$ cat src/sv/skf_pkg.sv
// Shared types, codes and control store for the scalar Kalman filter.
`timescale 1ns / 1ps

package skf_pkg;

    localparam int CFG_INDEX_W = 8;
    localparam int CFG_DATA_W  = 32;
    localparam int COV_W       = 32;
    localparam int STEP_W      = 4;

    localparam logic [CFG_INDEX_W-1:0] REG_PROCESS_NOISE = CFG_INDEX_W'(0);
    localparam logic [CFG_INDEX_W-1:0] REG_MEASURE_NOISE = CFG_INDEX_W'(1);

    localparam logic [COV_W-1:0] PROCESS_NOISE_RESET = 32'd655;
    localparam logic [COV_W-1:0] MEASURE_NOISE_RESET = 32'd65536;

    typedef enum logic [3:0] {
        OP_LOAD,
        OP_PRED,
        OP_DEN,
        OP_NUM,
        OP_DIV,
        OP_GAIN,
        OP_MUL,
        OP_EST,
        OP_COMMIT
    } skf_op_t;

    typedef enum logic [1:0] {
        COND_NONE,
        COND_IN,
        COND_CNT,
        COND_OUT
    } skf_cond_t;

    typedef struct packed {
        skf_op_t           op;
        skf_cond_t         cond;
        logic [STEP_W-1:0] target;
    } skf_ctrl_t;

    localparam logic [STEP_W-1:0] STEP_IDLE   = 4'd0;
    localparam logic [STEP_W-1:0] STEP_DIV    = 4'd4;
    localparam logic [STEP_W-1:0] STEP_COMMIT = 4'd8;

    function automatic skf_ctrl_t skf_rom(input logic [STEP_W-1:0] step);
        skf_ctrl_t w;
        case (step)
            4'd0:    w = '{op: OP_LOAD,   cond: COND_IN,   target: STEP_IDLE};
            4'd1:    w = '{op: OP_PRED,   cond: COND_NONE, target: STEP_IDLE};
            4'd2:    w = '{op: OP_DEN,    cond: COND_NONE, target: STEP_IDLE};
            4'd3:    w = '{op: OP_NUM,    cond: COND_NONE, target: STEP_IDLE};
            4'd4:    w = '{op: OP_DIV,    cond: COND_CNT,  target: STEP_DIV};
            4'd5:    w = '{op: OP_GAIN,   cond: COND_NONE, target: STEP_IDLE};
            4'd6:    w = '{op: OP_MUL,    cond: COND_NONE, target: STEP_IDLE};
            4'd7:    w = '{op: OP_EST,    cond: COND_NONE, target: STEP_IDLE};
            4'd8:    w = '{op: OP_COMMIT, cond: COND_OUT,  target: STEP_IDLE};
            default: w = '{op: OP_LOAD,   cond: COND_IN,   target: STEP_IDLE};
        endcase
        return w;
    endfunction

endpackage

$ cat src/sv/skf_in_if.sv
// Sample input channel: valid, ready and one measurement.
`timescale 1ns / 1ps

interface skf_in_if #(
    parameter int SAMPLE_WIDTH = 16
);
    logic                           valid;
    logic                           ready;
    logic signed [SAMPLE_WIDTH-1:0] measurement;

    modport source (output valid, output measurement, input ready);
    modport sink   (input valid, input measurement, output ready);
endinterface

$ cat src/sv/skf_out_if.sv
// Result channel: valid, ready, estimate and gain.
`timescale 1ns / 1ps

interface skf_out_if #(
    parameter int SAMPLE_WIDTH = 16,
    parameter int GAIN_WIDTH   = 17
);
    logic                           valid;
    logic                           ready;
    logic signed [SAMPLE_WIDTH-1:0] estimate;
    logic        [GAIN_WIDTH-1:0]   gain;

    modport source (output valid, output estimate, output gain, input ready);
    modport sink   (input valid, input estimate, input gain, output ready);
endinterface

$ cat src/sv/skf_cfg_if.sv
// Configuration write channel: valid, ready, register index and data.
`timescale 1ns / 1ps

interface skf_cfg_if;
    import skf_pkg::*;

    logic                   valid;
    logic                   ready;
    logic [CFG_INDEX_W-1:0] index;
    logic [CFG_DATA_W-1:0]  data;

    modport source (output valid, output index, output data, input ready);
    modport sink   (input valid, input index, input data, output ready);
endinterface

$ cat src/sv/scalar_kalman_filter.sv
// Scalar Kalman filter top level, microcoded sequencer over a shared datapath.
// A sample taken in the load step passes through the predict, denominator, numerator, divide, gain,
// multiply, estimate and commit steps; the divide step yields one quotient bit per cycle.
// A finished result waits in the output register; the next sample is taken once it is loaded.
// Reset clears estimate and covariance, loads noise defaults and restarts at step zero.
`timescale 1ns / 1ps

module scalar_kalman_filter #(
    parameter int SAMPLE_WIDTH   = 16,
    parameter int GAIN_FRAC_BITS = 16
) (
    input  logic      clk,
    input  logic      rst_n,
    skf_in_if.sink    samples,
    skf_out_if.source results,
    skf_cfg_if.sink   cfg
);
    import skf_pkg::*;

    localparam int SW  = SAMPLE_WIDTH;
    localparam int F   = GAIN_FRAC_BITS;
    localparam int GW  = F + 1;
    localparam int NW  = COV_W + 1 + F;
    localparam int PW1 = F + SW + 3;
    localparam int PW2 = GW + COV_W;
    localparam int CW  = $clog2(F + 1);

    localparam logic [GW-1:0]  GAIN_ONE = GW'(1) << F;
    localparam logic [PW1:0]   HALF1    = (PW1 + 1)'(1) << (F - 1);
    localparam logic [PW2:0]   HALF2    = (PW2 + 1)'(1) << (F - 1);
    localparam logic signed [PW1:0] SMP_MAX_W =
        $signed({{(PW1 + 2 - SW){1'b0}}, {(SW - 1){1'b1}}});
    localparam logic signed [PW1:0] SMP_MIN_W = ~SMP_MAX_W;

    skf_ctrl_t         ctrl;
    logic [STEP_W-1:0] step_reg, step_next;
    logic              in_xfer;
    logic              out_free;
    logic              commit;
    logic              out_valid_reg, out_valid_next;

    logic [COV_W-1:0]     q_reg, r_reg;
    logic signed [SW-1:0] prior_reg, prior_next;
    logic [COV_W-1:0]     cov_reg, cov_next;

    logic signed [SW-1:0] meas_reg, meas_next;
    logic [COV_W-1:0]     pm_reg, pm_next;
    logic [COV_W:0]       den_reg, den_next;
    logic [COV_W:0]       rem_reg, rem_next;
    logic [GW-1:0]        nlo_reg, nlo_next;
    logic [GW-1:0]        quo_reg, quo_next;
    logic [CW-1:0]        cnt_reg, cnt_next;
    logic [GW-1:0]        gain_reg, gain_next;
    logic signed [SW:0]   inn_reg, inn_next;
    logic signed [PW1-1:0] prod1_reg, prod1_next;
    logic [PW2-1:0]       prod2_reg, prod2_next;
    logic signed [SW-1:0] est_reg, est_next;
    logic signed [SW-1:0] res_est_reg;
    logic [GW-1:0]        res_gain_reg;

    logic [COV_W:0]       pred_sum;
    logic [NW-1:0]        num_val;
    logic [COV_W+1:0]     trial;
    logic [COV_W+1:0]     trial_diff;
    logic                 trial_ge;
    logic signed [PW1:0]  rnd_sum;
    logic signed [PW1:0]  rnd_sh;
    logic signed [PW1:0]  est_wide;
    logic [PW2:0]         cov_sum;
    logic [PW2:0]         cov_sh;

    assign ctrl     = skf_rom(step_reg);
    assign in_xfer  = samples.valid && samples.ready;
    assign out_free = !out_valid_reg || results.ready;
    assign commit   = (ctrl.op == OP_COMMIT) && out_free;

    assign samples.ready    = (ctrl.op == OP_LOAD);
    assign cfg.ready        = 1'b1;
    assign results.valid    = out_valid_reg;
    assign results.estimate = res_est_reg;
    assign results.gain     = res_gain_reg;

    always_comb
    begin
        case (ctrl.cond)
            COND_NONE: step_next = step_reg + STEP_W'(1);
            COND_IN:   step_next = in_xfer ? step_reg + STEP_W'(1) : step_reg;
            COND_CNT:  step_next = (cnt_reg != '0) ? ctrl.target : step_reg + STEP_W'(1);
            COND_OUT:  step_next = out_free ? ctrl.target : step_reg;
            default:   step_next = STEP_IDLE;
        endcase
    end

    always_comb
    begin
        out_valid_next = out_valid_reg;
        if (commit)
        begin
            out_valid_next = 1'b1;
        end
        else if (results.ready)
        begin
            out_valid_next = 1'b0;
        end
    end

    always_comb
    begin
        pred_sum   = {1'b0, cov_reg} + {1'b0, q_reg};
        num_val    = {1'b0, pm_reg, {F{1'b0}}} + {(NW - COV_W)'(0), den_reg[COV_W:1]};
        trial      = {rem_reg, nlo_reg[GW-1]};
        trial_ge   = trial >= {1'b0, den_reg};
        trial_diff = trial - {1'b0, den_reg};
        rnd_sum    = $signed({prod1_reg[PW1-1], prod1_reg}) + $signed(HALF1);
        rnd_sh     = rnd_sum >>> F;
        est_wide   = rnd_sh + $signed({{(PW1 + 1 - SW){prior_reg[SW-1]}}, prior_reg});
        cov_sum    = {1'b0, prod2_reg} + HALF2;
        cov_sh     = cov_sum >> F;

        meas_next  = meas_reg;
        pm_next    = pm_reg;
        den_next   = den_reg;
        rem_next   = rem_reg;
        nlo_next   = nlo_reg;
        quo_next   = quo_reg;
        cnt_next   = cnt_reg;
        gain_next  = gain_reg;
        inn_next   = inn_reg;
        prod1_next = prod1_reg;
        prod2_next = prod2_reg;
        est_next   = est_reg;
        prior_next = prior_reg;
        cov_next   = cov_reg;

        case (ctrl.op)
            OP_LOAD:
            begin
                meas_next = samples.measurement;
            end
            OP_PRED:
            begin
                pm_next = pred_sum[COV_W] ? '1 : pred_sum[COV_W-1:0];
            end
            OP_DEN:
            begin
                den_next = {1'b0, pm_reg} + {1'b0, r_reg};
            end
            OP_NUM:
            begin
                rem_next = {1'b0, num_val[NW-1:GW]};
                nlo_next = num_val[GW-1:0];
                quo_next = '0;
                cnt_next = CW'(F);
            end
            OP_DIV:
            begin
                rem_next = trial_ge ? trial_diff[COV_W:0] : trial[COV_W:0];
                quo_next = {quo_reg[GW-2:0], trial_ge};
                nlo_next = {nlo_reg[GW-2:0], 1'b0};
                if (cnt_reg != '0)
                begin
                    cnt_next = cnt_reg - CW'(1);
                end
            end
            OP_GAIN:
            begin
                if (den_reg == '0)
                begin
                    gain_next = '0;
                end
                else if (quo_reg > GAIN_ONE)
                begin
                    gain_next = GAIN_ONE;
                end
                else
                begin
                    gain_next = quo_reg;
                end
                inn_next = $signed({meas_reg[SW-1], meas_reg})
                         - $signed({prior_reg[SW-1], prior_reg});
            end
            OP_MUL:
            begin
                prod1_next = $signed({1'b0, gain_reg}) * inn_reg;
            end
            OP_EST:
            begin
                if (est_wide > SMP_MAX_W)
                begin
                    est_next = SMP_MAX_W[SW-1:0];
                end
                else if (est_wide < SMP_MIN_W)
                begin
                    est_next = SMP_MIN_W[SW-1:0];
                end
                else
                begin
                    est_next = est_wide[SW-1:0];
                end
                prod2_next = (GAIN_ONE - gain_reg) * pm_reg;
            end
            OP_COMMIT:
            begin
                if (out_free)
                begin
                    prior_next = est_reg;
                    cov_next   = (|cov_sh[PW2:COV_W]) ? '1 : cov_sh[COV_W-1:0];
                end
            end
            default:
            begin
                meas_next = meas_reg;
            end
        endcase
    end

    always_ff @(posedge clk or negedge rst_n)
    begin
        if (!rst_n)
        begin
            step_reg      <= STEP_IDLE;
            out_valid_reg <= 1'b0;
            q_reg         <= PROCESS_NOISE_RESET;
            r_reg         <= MEASURE_NOISE_RESET;
            prior_reg     <= '0;
            cov_reg       <= '0;
        end
        else
        begin
            step_reg      <= step_next;
            out_valid_reg <= out_valid_next;
            prior_reg     <= prior_next;
            cov_reg       <= cov_next;
            if (cfg.valid && cfg.ready)
            begin
                if (cfg.index == REG_PROCESS_NOISE)
                begin
                    q_reg <= cfg.data;
                end
                else if (cfg.index == REG_MEASURE_NOISE)
                begin
                    r_reg <= cfg.data;
                end
            end
        end
    end

    always_ff @(posedge clk)
    begin
        meas_reg  <= meas_next;
        pm_reg    <= pm_next;
        den_reg   <= den_next;
        rem_reg   <= rem_next;
        nlo_reg   <= nlo_next;
        quo_reg   <= quo_next;
        cnt_reg   <= cnt_next;
        gain_reg  <= gain_next;
        inn_reg   <= inn_next;
        prod1_reg <= prod1_next;
        prod2_reg <= prod2_next;
        est_reg   <= est_next;
        if (commit)
        begin
            res_est_reg  <= est_reg;
            res_gain_reg <= gain_reg;
        end
    end

    a_step_range: assert property (@(posedge clk) disable iff (!rst_n)
        step_reg <= STEP_COMMIT)
        else $error("sequencer step out of range");

    a_leave_idle: assert property (@(posedge clk) disable iff (!rst_n)
        in_xfer |=> step_reg != STEP_IDLE)
        else $error("sequencer did not leave idle after sample transfer");

    a_load_at_commit: assert property (@(posedge clk) disable iff (!rst_n)
        $rose(out_valid_reg) |-> $past(ctrl.op == OP_COMMIT))
        else $error("result raised outside the commit step");

    a_gain_bound: assert property (@(posedge clk) disable iff (!rst_n)
        out_valid_reg |-> res_gain_reg <= GAIN_ONE)
        else $error("gain above one");

    a_cov_shrinks: assert property (@(posedge clk) disable iff (!rst_n)
        commit |=> cov_reg <= $past(pm_reg))
        else $error("covariance grew past the prediction");

endmodule

$ cat src/flat_wrapper.sv
// flat-port wrapper written by rule: the top's interface ports become plain ports
module scalar_kalman_filter_flat import skf_pkg::*;
#(
    parameter int SAMPLE_WIDTH   = 16,
    parameter int GAIN_FRAC_BITS = 16
)
  (clk, rst_n, samples_valid, samples_measurement, samples_ready, results_valid, results_estimate, results_gain, results_ready, cfg_valid, cfg_index, cfg_data, cfg_ready);
  skf_in_if #(.SAMPLE_WIDTH(SAMPLE_WIDTH)) samples_i ();
  skf_out_if #(.SAMPLE_WIDTH(SAMPLE_WIDTH), .GAIN_WIDTH((GAIN_FRAC_BITS + 1))) results_i ();
  skf_cfg_if cfg_i ();
  input  logic clk;
  input  logic rst_n;
  input wire logic [$bits(samples_i.valid)-1:0] samples_valid;
  input wire logic [$bits(samples_i.measurement)-1:0] samples_measurement;
  output wire logic [$bits(samples_i.ready)-1:0] samples_ready;
  output wire logic [$bits(results_i.valid)-1:0] results_valid;
  output wire logic [$bits(results_i.estimate)-1:0] results_estimate;
  output wire logic [$bits(results_i.gain)-1:0] results_gain;
  input wire logic [$bits(results_i.ready)-1:0] results_ready;
  input wire logic [$bits(cfg_i.valid)-1:0] cfg_valid;
  input wire logic [$bits(cfg_i.index)-1:0] cfg_index;
  input wire logic [$bits(cfg_i.data)-1:0] cfg_data;
  output wire logic [$bits(cfg_i.ready)-1:0] cfg_ready;
  assign samples_i.valid = samples_valid;
  assign samples_i.measurement = samples_measurement;
  assign samples_ready = samples_i.ready;
  assign results_valid = results_i.valid;
  assign results_estimate = results_i.estimate;
  assign results_gain = results_i.gain;
  assign results_i.ready = results_ready;
  assign cfg_i.valid = cfg_valid;
  assign cfg_i.index = cfg_index;
  assign cfg_i.data = cfg_data;
  assign cfg_ready = cfg_i.ready;
  scalar_kalman_filter #(.SAMPLE_WIDTH(SAMPLE_WIDTH), .GAIN_FRAC_BITS(GAIN_FRAC_BITS)) u_core (.clk(clk), .rst_n(rst_n), .samples(samples_i), .results(results_i), .cfg(cfg_i));
endmodule
$ cat config.mk
export PLATFORM = sky130hd
export DESIGN_NAME = scalar_kalman_filter_flat
export DESIGN_NICKNAME = d
export VERILOG_FILES = /design/src/sv/skf_pkg.sv /design/src/sv/skf_in_if.sv /design/src/sv/skf_out_if.sv /design/src/sv/skf_cfg_if.sv /design/src/sv/scalar_kalman_filter.sv /design/src/flat_wrapper.sv
export SDC_FILE = /design/constraint.sdc
export NUM_CORES = 2
export LEC_CHECK = 0
export BUFFER_PORTS_ARGS = -buffer_cell sky130_fd_sc_hd__buf_2
export CAP_MARGIN = 20
export CORE_ASPECT_RATIO = 1.25
export CORE_MARGIN = 1.5
export CORE_UTILIZATION = 45
export CTS_BUF_LIST = sky130_fd_sc_hd__clkbuf_4
export CTS_CLUSTER_SIZE = 8
export DETAILED_ROUTE_END_ITERATION = 16
export PLACE_DENSITY = 0.63
export SETUP_SLACK_MARGIN = 0.2
export SLEW_MARGIN = 20
export SYNTH_ARGS = -nofsm -noshare
export SYNTH_HDL_FRONTEND = slang
export SYNTH_SLANG_ARGS = --single-unit
$ cat constraint.sdc
create_clock -name clk -period 12.05 [get_ports clk]
set_clock_uncertainty 0.15 [all_clocks]
set_input_delay 2.41 -clock clk [delete_from_list [all_inputs] [get_ports clk]]
set_output_delay 2.41 -clock clk [all_outputs]
set_load 0.05 [all_outputs]
==> qor.yml <==
dp_hpwl_um: 109400
grt_pass1_wl_um: 228800
synth_edf_count: 290
vias: 38637
whs_endpoint: "u_core.results.estimate[6]"
placed_cell_area_um2: 56610
worst_hold_path.num_cells: 0
rsz0062_at_grt: "false"
port_buffers: 95
crit_family: "adder cells"
finalHoldViolations: 0
ys.flop_type: "edfxtp_1"
synthArstFlopShare_pct: 28.75
use_met3_pct: 2.818
io_pins: 97
ys_seq_elements: 407
first_global_vias: 41882
final.fill_count: 11182
startpoint_type: "flip-flop"
clkTransAtPathRegs_ns: 0.06
cap_violations: 0
setup_tns_ns: 0
met2_usage_pct: 43.50
period_share_pct: 91.45
slew_headroom_pct: 26.41
clk_path_buf_depth: 3
path_buf_inv: 6
synth.avg_cell_area_um2: 9.904
wl_per_cell_um: 19.70
drc: 0
synth-seq-area-share_pct: 21.50
post_cts_resized: 0
yosys.area.top_type: "fa_1"
cts_root_buffer: "clkbuf_4"
status: "completed"
fp-row-count: 142
reg2reg_setup_slack_ns: 1.03
synthTopCellsByCount: "inv_1, fa_1, nand2_1"
antenna_found_initial: 8
cts_sinks: 407
min_path_type: "reg -> reg"
final_nets: 6893
fmaxAchievable_ghz: 0.09074
gp_congestion: 0.9095
dr.pass1.iters: 5
core-area_um2: 119600
slowest_delay_ns: 0.69
gr-total-overflow: 0
start_util_pct: 45.29
syn_to_final_growth_pct: 7.296
syn_area_um2: 54150
htreeDepth: 3
end_kind: "flip-flop"
grt.total_usage_pct: 24.14
crit_fanout: 34
required_ns: 12.69
syn-num-nets: 6818
netlist_instances: 5468
grt.busiest_layer: "met2"
die_y_um: 390.9
drive_above_1_share_pct: 8.647
via_per_inst: 5.352
r2r-start: "u_core.gain_reg[4]"
largest_reg_flops: 34
synth_top_area_share_pct: 31.72
arrival_ns: 11.66
die-area_um2: 122400
cts_buffers: 110
postCtsSetupBuffers: 0
drv_slew: 0
worst_path_max_delay_cell: "nor3_1"
grt_max_degree: 71
postCtsHoldBufs: 0
ant_nets: 0
crit_type: "reg -> reg"
hold_start: "u_core.est_reg[6]"
routed_wl_um: 142200
rr_endpoint: "u_core.prod2_reg[48]"
critPathMostFrequentCell: "fa_1"
min_period_ns: 11.02
clkLatencyLatePin_ns: 1.10
met1_usage_pct: 28.95
drt-initial-drc-count: 2060
synth_most_common_cell: "inv_1"
setup_viol: 0
tightest_slew_ns: 1.098
yosysWarnings: 0
die_x_um: 313.3
final_area_um2: 58110
reg2reg_depth: 32
synth_top_cells_by_area: "fa_1, edfxtp_1, ha_1, inv_1, and2_1"
tritoncts: "yes"
synth_cell_types: 77
## cell type report
cell class / count / area, um^2 / share of cell area (%)
multi-input combinational: 3932 / 38460 / 66.18
sequential: 407 / 11640 / 20.04
inverter: 911 / 3420 / 5.885
tap: 1584 / 1982 / 3.411
clock buffer: 160 / 1201 / 2.067
timing repair buffer: 181 / 1131 / 1.947
clock inverter: 41 / 264.0 / 0.4543
antenna: 3 / 7.507 / 0.01292
## worst max path at each step
stage	startpoint	to	slack, ns	depth (start not counted)
6_report	u_core.gain_reg[4]	u_core.prod2_reg[48]	1.03	32
5_1_grt	u_core.gain_reg[4]	u_core.prod2_reg[48]	0.39	32
4_1_cts	u_core.gain_reg[4]	u_core.prod2_reg[48]	0.98	32
3_5_place_dp	u_core.gain_reg[4]	u_core.prod2_reg[48]	1.06	32
3_3_place_gp	u_core.gain_reg[4]	u_core.prod2_reg[48]	0.93	32
2_1_floorplan	u_core.gain_reg[5]	u_core.prod2_reg[48]	2.72	35
## logic make-up (layout without fill, tap and decap cells)
family          after synthesis  in the layout  synth area share (%)
xor+xnor                    293            293                 4.739
simple gates               1643           1643                 15.02
fa+ha+maj                  1291           1291                 41.71
flops                       407            407                 21.50
mux                         103            103                 2.061
buf+inv                    1129           1293                 7.844
other cells                   1              4              0.006925
compound gates              601            601                 7.118
## per-layer routing
metal,share of wire (%),up-vias,wire (um)
met3,4.1,338,5773
li1,-,17596,-
met1,40,19776,56780
met4,4.4,2,6265
met5,0.0091,-,13
met2,52,925,73380
## metrics by stage
step | instances | hold WS (ns) | util (%) | setup WS [ns]
2_1_floorplan | 5468 | 0.2704 | - | 2.716
3_3_place_gp | 7014 | 0.2852 | 47.34 | 0.9311
3_5_place_dp | 7014 | 0.2907 | 47.34 | 1.060
4_1_cts | 7215 | 0.3150 | 48.57 | 0.9766
5_1_grt | 7218 | 0.3316 | 48.59 | 0.3946
6_report | 7219 | 0.3186 | 48.59 | 1.030
## cells in the final DEF, fill, tap and decap left out, drive strengths merged, types with 35 or more instances in the layout
cell type and n:
xor2 117, fa 858, mux2 68, nor2 217
dfrtp 110, xnor2 176, nand3 66, a21o 67
mux2i 35, inv 916, nor3 54, a21oi 167
nand2b 47, o21a 38, clkinv 35, buf 181
a31oi 49, o21ai 126, and2 475, nand2 609
edfxtp 290, clkbuf 160, ha 431, nor2b 44
## worst register-to-register path, delay by kind of cell (launching register included)
kind	cells	cell delay [ns]
adders and majority gates	9	4.51
AOI/OAI and AO/OA	7	2.08
and+or+nand+nor	9	2.72
xor gates and xnor gates	1	0.09
buffers and inverters	6	0.87
DFF	1	0.37
Power is not shown: default switching activity piles up to over one toggle a cycle in this logic, so the estimate is an artifact.
